**src/hdl/text_statistics_counter_macros.svh**
```systemverilog
// Assertion macros for the text statistics counter.
// Expects clk and rst_n in the scope of the module that uses them.
`ifndef TEXT_STATISTICS_COUNTER_MACROS_SVH
`define TEXT_STATISTICS_COUNTER_MACROS_SVH

// Same-cycle implication, checked out of reset.
`define TSC_ASSERT_IMP(name, ante, cons, msg) \
    name: assert property (@(posedge clk) disable iff (!rst_n) (ante) |-> (cons)) \
        else $error(msg);

// Next-cycle implication, checked out of reset.
`define TSC_ASSERT_NEXT(name, ante, cons, msg) \
    name: assert property (@(posedge clk) disable iff (!rst_n) (ante) |=> (cons)) \
        else $error(msg);

`endif

```
**src/hdl/tsc_pkg.sv**
```systemverilog
// Shared constants for the text statistics counter.
// No dependencies.
package tsc_pkg;

    localparam int COUNT_BITS_DEFAULT = 32;
    localparam int NUM_BINS           = 26;
    localparam int FIELD_BITS         = 32;
    localparam int INDEX_BITS         = 5;

    localparam logic REQ_TEXT   = 1'b0;
    localparam logic REQ_REPORT = 1'b1;

    localparam logic [7:0] CHAR_TAB     = 8'd9;
    localparam logic [7:0] CHAR_CR      = 8'd13;
    localparam logic [7:0] CHAR_SPACE   = 8'd32;
    localparam logic [7:0] CHAR_NEWLINE = 8'h0A;
    localparam logic [7:0] CHAR_PERIOD  = 8'h2E;
    localparam logic [7:0] CHAR_UC_A    = 8'h41;
    localparam logic [7:0] CHAR_UC_Z    = 8'h5A;
    localparam logic [7:0] CHAR_LC_A    = 8'h61;
    localparam logic [7:0] CHAR_LC_Z    = 8'h7A;

endpackage

```
**src/hdl/text_statistics_counter.sv**
```systemverilog
// Text statistics counter: byte, word, line, sentence and letter counts.
// Depends on tsc_pkg and text_statistics_counter_macros.svh.
//
// Usage:
//   Input channel (in_valid/in_ready) carries req_type and byte_value. A
//   text transaction counts one byte; a report transaction snapshots all
//   counters, applies the non-empty fix-ups and clears the live counters.
//   Output channel (out_valid/out_ready) returns 26 transactions per report,
//   one per letter a..z, totals repeated on each, last_result set on z.
//   Order: a byte is counted in the cycle after acceptance; a report moves
//   through the input register, snapshot and emitter to the result register.
//   Throughput: one text byte per cycle, including while a report drains,
//   since the report reads from its own snapshot registers. A report gives
//   26 results at the output; a second report waits in the input register
//   until the last result of the previous one is taken, which stalls input.
//   Output stall: out_ready low holds the result register; the emitter
//   pauses, bytes keep flowing until a new report reaches the input stage.
//   Reset: all counters, histogram bins and valid flags clear; no results.
module text_statistics_counter
#(
    parameter int COUNT_BITS = tsc_pkg::COUNT_BITS_DEFAULT
)
(
    input  logic                            clk,
    input  logic                            rst_n,
    input  logic                            in_valid,
    output logic                            in_ready,
    input  logic                            req_type,
    input  logic [7:0]                      byte_value,
    output logic                            out_valid,
    input  logic                            out_ready,
    output logic [tsc_pkg::FIELD_BITS-1:0]  total_count,
    output logic [tsc_pkg::FIELD_BITS-1:0]  word_count,
    output logic [tsc_pkg::FIELD_BITS-1:0]  line_count,
    output logic [tsc_pkg::FIELD_BITS-1:0]  sentence_count,
    output logic [tsc_pkg::FIELD_BITS-1:0]  letter_count,
    output logic [tsc_pkg::FIELD_BITS-1:0]  word_length_sum,
    output logic [tsc_pkg::FIELD_BITS-1:0]  sentence_length_sum,
    output logic [tsc_pkg::INDEX_BITS-1:0]  letter_index,
    output logic [tsc_pkg::FIELD_BITS-1:0]  letter_frequency,
    output logic                            last_result
);

    import tsc_pkg::*;

`include "text_statistics_counter_macros.svh"

    localparam int CW   = COUNT_BITS;
    localparam int ExtW = (CW > FIELD_BITS) ? CW : FIELD_BITS;
    localparam logic [INDEX_BITS-1:0] LastIdx = INDEX_BITS'(NUM_BINS - 1);

    typedef logic [CW-1:0]         count_t;
    typedef logic [FIELD_BITS-1:0] field_t;

    function automatic field_t to_field(input count_t v);
        logic [ExtW-1:0] e;
        e = ExtW'(v);
        return e[FIELD_BITS-1:0];
    endfunction

    // input register
    logic       s1_valid_reg;
    logic       s1_req_reg;
    logic [7:0] s1_byte_reg;

    // live counters
    count_t byte_total_reg,   byte_total_next;
    count_t line_total_reg,   line_total_next;
    count_t word_total_reg,   word_total_next;
    count_t period_total_reg, period_total_next;
    count_t alpha_total_reg,  alpha_total_next;
    count_t word_len_reg,     word_len_next;
    count_t sent_len_reg,     sent_len_next;
    count_t word_run_reg,     word_run_next;
    count_t sent_run_reg,     sent_run_next;
    count_t bins_reg [NUM_BINS];

    // report snapshot
    logic   emit_active_reg;
    logic [INDEX_BITS-1:0] emit_idx_reg;
    field_t snap_total_reg, snap_words_reg, snap_lines_reg, snap_dots_reg;
    field_t snap_alpha_reg, snap_wsum_reg, snap_ssum_reg;
    field_t snap_bins_reg [NUM_BINS];

    // output register
    logic   out_valid_reg;
    logic [INDEX_BITS-1:0] out_idx_reg;
    field_t out_freq_reg;
    logic   out_last_reg;

    logic   report_ok, s1_adv, s1_text, s1_report, out_load;
    logic   is_ws, is_upper, is_lower, is_letter;
    logic [7:0] letter_off;
    logic [INDEX_BITS-1:0] bin_idx;
    logic   nonempty;
    count_t fix_words, fix_lines, fix_dots, fix_wsum, fix_ssum;

    assign report_ok = !emit_active_reg && (!out_valid_reg || out_ready);
    assign s1_adv    = s1_valid_reg && ((s1_req_reg == REQ_TEXT) || report_ok);
    assign s1_text   = s1_adv && (s1_req_reg == REQ_TEXT);
    assign s1_report = s1_adv && (s1_req_reg == REQ_REPORT);
    assign in_ready  = !s1_valid_reg || s1_adv;
    assign out_load  = emit_active_reg && (!out_valid_reg || out_ready);

    assign is_ws      = ((s1_byte_reg >= CHAR_TAB) && (s1_byte_reg <= CHAR_CR))
                        || (s1_byte_reg == CHAR_SPACE);
    assign is_upper   = (s1_byte_reg >= CHAR_UC_A) && (s1_byte_reg <= CHAR_UC_Z);
    assign is_lower   = (s1_byte_reg >= CHAR_LC_A) && (s1_byte_reg <= CHAR_LC_Z);
    assign is_letter  = is_upper || is_lower;
    assign letter_off = s1_byte_reg - (is_upper ? CHAR_UC_A : CHAR_LC_A);
    assign bin_idx    = letter_off[INDEX_BITS-1:0];

    always_comb
    begin
        byte_total_next   = byte_total_reg + CW'(1);
        line_total_next   = line_total_reg;
        word_total_next   = word_total_reg;
        period_total_next = period_total_reg;
        alpha_total_next  = alpha_total_reg;
        word_len_next     = word_len_reg;
        sent_len_next     = sent_len_reg;
        word_run_next     = word_run_reg + CW'(1);
        sent_run_next     = sent_run_reg + CW'(1);
        if (s1_byte_reg == CHAR_PERIOD)
        begin
            sent_len_next     = sent_len_reg + sent_run_reg + CW'(1);
            sent_run_next     = '0;
            period_total_next = period_total_reg + CW'(1);
        end
        if (s1_byte_reg == CHAR_NEWLINE)
        begin
            line_total_next = line_total_reg + CW'(1);
        end
        if (is_ws)
        begin
            word_len_next   = word_len_reg + word_run_reg + CW'(1);
            word_run_next   = '0;
            word_total_next = word_total_reg + CW'(1);
        end
        if (is_letter)
        begin
            alpha_total_next = alpha_total_reg + CW'(1);
        end
    end

    // end-of-text fix-ups for a non-empty stream
    assign nonempty  = (byte_total_reg != '0);
    assign fix_words = (nonempty && word_total_reg == '0)   ? CW'(1) : word_total_reg;
    assign fix_lines = (nonempty && line_total_reg == '0)   ? CW'(1) : line_total_reg;
    assign fix_dots  = (nonempty && period_total_reg == '0) ? CW'(1) : period_total_reg;
    assign fix_wsum  = (nonempty && word_len_reg == '0) ? byte_total_reg : word_len_reg;
    assign fix_ssum  = (nonempty && sent_len_reg == '0) ? byte_total_reg : sent_len_reg;

    always_ff @(posedge clk or negedge rst_n)
    begin
        if (!rst_n)
        begin
            s1_valid_reg <= 1'b0;
        end
        else if (in_ready)
        begin
            s1_valid_reg <= in_valid;
        end
    end

    always_ff @(posedge clk)
    begin
        if (in_valid && in_ready)
        begin
            s1_req_reg  <= req_type;
            s1_byte_reg <= byte_value;
        end
    end

    always_ff @(posedge clk or negedge rst_n)
    begin
        if (!rst_n)
        begin
            byte_total_reg   <= '0;
            line_total_reg   <= '0;
            word_total_reg   <= '0;
            period_total_reg <= '0;
            alpha_total_reg  <= '0;
            word_len_reg     <= '0;
            sent_len_reg     <= '0;
            word_run_reg     <= '0;
            sent_run_reg     <= '0;
            for (int k = 0; k < NUM_BINS; k++)
            begin
                bins_reg[k] <= '0;
            end
        end
        else if (s1_report)
        begin
            byte_total_reg   <= '0;
            line_total_reg   <= '0;
            word_total_reg   <= '0;
            period_total_reg <= '0;
            alpha_total_reg  <= '0;
            word_len_reg     <= '0;
            sent_len_reg     <= '0;
            word_run_reg     <= '0;
            sent_run_reg     <= '0;
            for (int k = 0; k < NUM_BINS; k++)
            begin
                bins_reg[k] <= '0;
            end
        end
        else if (s1_text)
        begin
            byte_total_reg   <= byte_total_next;
            line_total_reg   <= line_total_next;
            word_total_reg   <= word_total_next;
            period_total_reg <= period_total_next;
            alpha_total_reg  <= alpha_total_next;
            word_len_reg     <= word_len_next;
            sent_len_reg     <= sent_len_next;
            word_run_reg     <= word_run_next;
            sent_run_reg     <= sent_run_next;
            for (int k = 0; k < NUM_BINS; k++)
            begin
                if (is_letter && bin_idx == INDEX_BITS'(k))
                begin
                    bins_reg[k] <= bins_reg[k] + CW'(1);
                end
            end
        end
    end

    always_ff @(posedge clk)
    begin
        if (s1_report)
        begin
            snap_total_reg <= to_field(byte_total_reg);
            snap_words_reg <= to_field(fix_words);
            snap_lines_reg <= to_field(fix_lines);
            snap_dots_reg  <= to_field(fix_dots);
            snap_alpha_reg <= to_field(alpha_total_reg);
            snap_wsum_reg  <= to_field(fix_wsum);
            snap_ssum_reg  <= to_field(fix_ssum);
            for (int k = 0; k < NUM_BINS; k++)
            begin
                snap_bins_reg[k] <= to_field(bins_reg[k]);
            end
        end
    end

    always_ff @(posedge clk or negedge rst_n)
    begin
        if (!rst_n)
        begin
            emit_active_reg <= 1'b0;
            emit_idx_reg    <= '0;
        end
        else if (s1_report)
        begin
            emit_active_reg <= 1'b1;
            emit_idx_reg    <= '0;
        end
        else if (out_load)
        begin
            if (emit_idx_reg == LastIdx)
            begin
                emit_active_reg <= 1'b0;
                emit_idx_reg    <= '0;
            end
            else
            begin
                emit_idx_reg <= emit_idx_reg + INDEX_BITS'(1);
            end
        end
    end

    always_ff @(posedge clk or negedge rst_n)
    begin
        if (!rst_n)
        begin
            out_valid_reg <= 1'b0;
        end
        else if (out_load)
        begin
            out_valid_reg <= 1'b1;
        end
        else if (out_ready)
        begin
            out_valid_reg <= 1'b0;
        end
    end

    always_ff @(posedge clk)
    begin
        if (out_load)
        begin
            out_idx_reg  <= emit_idx_reg;
            out_freq_reg <= snap_bins_reg[emit_idx_reg];
            out_last_reg <= (emit_idx_reg == LastIdx);
        end
    end

    assign out_valid           = out_valid_reg;
    assign total_count         = snap_total_reg;
    assign word_count          = snap_words_reg;
    assign line_count          = snap_lines_reg;
    assign sentence_count      = snap_dots_reg;
    assign letter_count        = snap_alpha_reg;
    assign word_length_sum     = snap_wsum_reg;
    assign sentence_length_sum = snap_ssum_reg;
    assign letter_index        = out_idx_reg;
    assign letter_frequency    = out_freq_reg;
    assign last_result         = out_last_reg;

    `TSC_ASSERT_IMP(a_text_never_stalls, s1_valid_reg && s1_req_reg == REQ_TEXT, s1_adv,
        "text byte stalled in input register")
    `TSC_ASSERT_IMP(a_no_report_overlap, emit_active_reg, !s1_report,
        "report snapshot taken while a report drains")
    `TSC_ASSERT_IMP(a_last_on_final_bin, out_valid, last_result == (letter_index == LastIdx),
        "last_result does not match final bin")
    `TSC_ASSERT_NEXT(a_report_clears, s1_report,
        byte_total_reg == '0 && word_run_reg == '0 && sent_run_reg == '0,
        "counters not cleared by report")
    `TSC_ASSERT_IMP(a_index_range, out_valid, letter_index <= LastIdx,
        "letter index out of range")

endmodule
```
**config.mk**
```make
export PLATFORM = sky130hd
export DESIGN_NAME = text_statistics_counter
export DESIGN_NICKNAME = d
export VERILOG_FILES = /design/src/hdl/tsc_pkg.sv /design/src/hdl/text_statistics_counter.sv
export VERILOG_INCLUDE_DIRS = /design/src /design/src/hdl
export SDC_FILE = /design/constraint.sdc
export NUM_CORES = 2
export LEC_CHECK = 0
export ABC_AREA = 1
export BUFFER_PORTS_ARGS = -buffer_cell sky130_fd_sc_hd__buf_2
export CELL_PAD_IN_SITES_DETAIL_PLACEMENT = 0
export CELL_PAD_IN_SITES_GLOBAL_PLACEMENT = 2
export CORE_MARGIN = 2
export CORE_UTILIZATION = 39
export DETAILED_ROUTE_END_ITERATION = 10
export GPL_TIMING_DRIVEN = 0
export PLACE_DENSITY_LB_ADDON = 0.12
export SYNTH_ARGS = -nofsm -noshare
export SYNTH_HDL_FRONTEND = slang
export SYNTH_SLANG_ARGS = --single-unit
```
**constraint.sdc**
```tcl
create_clock -name clk -period 46.9 [get_ports clk]
set_clock_uncertainty 0.15 [all_clocks]
set_input_delay 4.69 -clock clk [delete_from_list [all_inputs] [get_ports clk]]
set_output_delay 4.69 -clock clk [all_outputs]
set_load 0.03 [all_outputs]
```
==> run metrics <==
status finished with violations; failing checks capacitance limit, slew limit; Final Util 0.447; Via density 5.47; Total GRT Usage 0.340; Post-synth top flop dfrtp_1; setup ws final 36.16 ns; mapped cell area 0.119 mm2; Final period util 0.229; Tot Pwr 0.00649 W; Die Width 557 um; CP Capture Type primary output; fin cells 19700; Crit-path slowest cell buf_2; max-cap violations 4; Final Slew Violations 35; Starting Density 0.393; Leakage 56.0 nW; Clock Latency Late Sink 0.92 ns; RePlAce Congestion 1.03; dpl cells 19200; Post-Syn Instances 14900; syn nets 15000; CTS tree done; layout cells sized above 1 0.0644; most frequent cell after synthesis nand2_1; first-pass GRT wire length 758000 um; Bufs and invs on worst path 3; most used cell, CP buf_2; ys async rst share 0.506; Setup crit start kind input port; Final Cell Area 0.136 mm2; pwr dens 47.8 mW/mm2; DRT Pass-1 Iters 8; drt drc 0; wire length per cell 27.2 um; CP Class in -> out; Post-synth EDFFs 1103; max incr delay on CP 0.31 ns; largest net degree at the start of global routing 135; Post-Syn Area per Cell 8.00 um2; #FFs+latches synth 2231; Top delay family on crit path simple AND/OR/NAND/NOR gates; Total Wirelength 535000 um; final setup fails 0; max frequency 0.0931 GHz; final hold vios 0; vias in the first global route 102000; CTS Buf Count 273; Slew headroom -0.0992; Die Ht 557 um; Area Overhead vs Synth 13.9%; Clock Tree Buf Depth 4; Placed Area 0.126 mm2; most instantiated cells after synthesis 3981 x nand2_1, 2019 x nor2_1, 1541 x nand3_1; DIE AREA 0.310 mm2; site row count 202; main area contributors after synthesis edfxtp_1 28%, dfrtp_1 24%, nand2_1 13%, nand3_1 6.5%, nor2_1 6.4%; crit path max fanout 4; Antenna Nets Post-Route 0; Worst Path Arrival 5.90 ns; total grt overflow 0; initial antenna violation count 33; dominant cell type by area after synthesis edfxtp_1; postcts setup bufs 0; CTS Hold Bufs 0; Vias 108000; Yosys cell types 52; dpl ws 36.08 ns; Sink Count 2231; RSZ-0062 raised after global routing no; Clock Tree Root clkbuf_16; Yosys warning total 0; final net count 15600; H-tree depth 5; hpwl dp 417000 um; CTS clk-pin slew, worst paths 0.06 ns; CORE AREA 0.303 mm2; I/O pin count 277; register area share after synthesis 0.515; critical-path cell list buf_2 > inv_1 > nand2_1 > nand2_2 > nand3_1 > buf_2; port bufs 276; min cycle time layout 10.74 ns; starting DRC count in detailed routing 11000; Worst Hold Class reg -> reg; Worst EP required 42.06 ns; post-synth top area share 0.278; Tightest Pin Transition 1.65 ns; VDD IR-drop max 0.0308 mV; CTS resizes 0
-- power by group --
part           internal [W]  switching [W]
registers           0.00228       0.000175
logic              0.000349        0.00144
clock network       0.00132       0.000921
total               0.00395        0.00254
-- stage by stage --
stage | setup TNS [ns] | hold WS (ns)
global placement | -5590.94 | 0.281
CTS | 0 | 0.298
detailed placement | 0 | 0.281
floorplan | 0 | 0.273
finish | 0 | 0.293
global route | 0 | 0.311
-- metal layers --
| layer | global-route usage | up-vias | part of all wire |
|---|---|---|---|
| li1 | - | 50400 | - |
| met1 | 0.454 | 52600 | 0.42 |
| met2 | 0.537 | 3735 | 0.45 |
| met3 | 0.0459 | 826 | 0.063 |
| met4 | 0.181 | 2 | 0.062 |
| met5 | 0 | - | 0.000024 |
-- area by class of cell --
class,count,area (um2)
multi-input combinational,10700,50100
buffer,641,2710
clock buffer,359,7640
antenna,22,55.1
tap,3978,4980
timing repair buffer,309,2250
inverter,1324,4970
fill,31000,168000
sequential,2231,61300
clock inverter,141,1610
-- final timing paths --
| check | start | to | slack (ns) | depth (start not counted) |
|---|---|---|---|---|
| max | out_ready | in_ready | 36.16 | 6 |
| min | bins_reg[600] | snap_bins_reg[7][24] | 0.29 | 0 |
| max reg2reg | out_valid | word_count[22] | 40.59 | 13 |
| min reg2reg | bins_reg[600] | snap_bins_reg[7][24] | 0.29 | 0 |
| max in group asynchronous | rst_n | word_total_reg[24] | 40.59 | 4 |
| min in group asynchronous | rst_n | bins_reg[261] | 3.65 | 1 |
-- placed cells by master, fill, tap and decap left out, types with 30 or more instances in the layout --
| cell type | Yosys | layout |
|---|---|---|
| nor4_1 | 45 | 45 |
| a21oi_1 | 177 | 177 |
| clkinv_2 | 0 | 41 |
| buf_1 | 90 | 87 |
| clkbuf_16 | 0 | 285 |
| nand3_1 | 1541 | 1541 |
| dfrtp_1 | 1128 | 1128 |
| nand2_1 | 3981 | 3981 |
| ha_1 | 101 | 101 |
| buf_2 | 130 | 408 |
| nor2_1 | 2019 | 2018 |
| o211ai_1 | 134 | 134 |
| a21o_1 | 50 | 50 |
| bufinv_16 | 0 | 30 |
| or2_2 | 65 | 65 |
| o22ai_1 | 78 | 78 |
| nor3_1 | 432 | 432 |
| clkbuf_1 | 395 | 429 |
| edfxtp_1 | 1103 | 1103 |
| o21ai_0 | 1096 | 1096 |
| inv_1 | 1318 | 1318 |
| xor2_1 | 401 | 401 |
| nand4_1 | 317 | 317 |
| xnor2_1 | 109 | 109 |
-- kinds of logic after synthesis --
group	Yosys count	synth area share
AO/OA/AOI/OAI	1579	0.0717
XOR/XNOR	510	0.0375
adder cells (fa/ha/maj)	103	0.0109
buffers and inverters	1965	0.0642
flip-flops	2231	0.515
multiplexers	1	0.0000841
AND/OR/NAND/NOR	8494	0.300
Power figures use the tool's default switching activity.
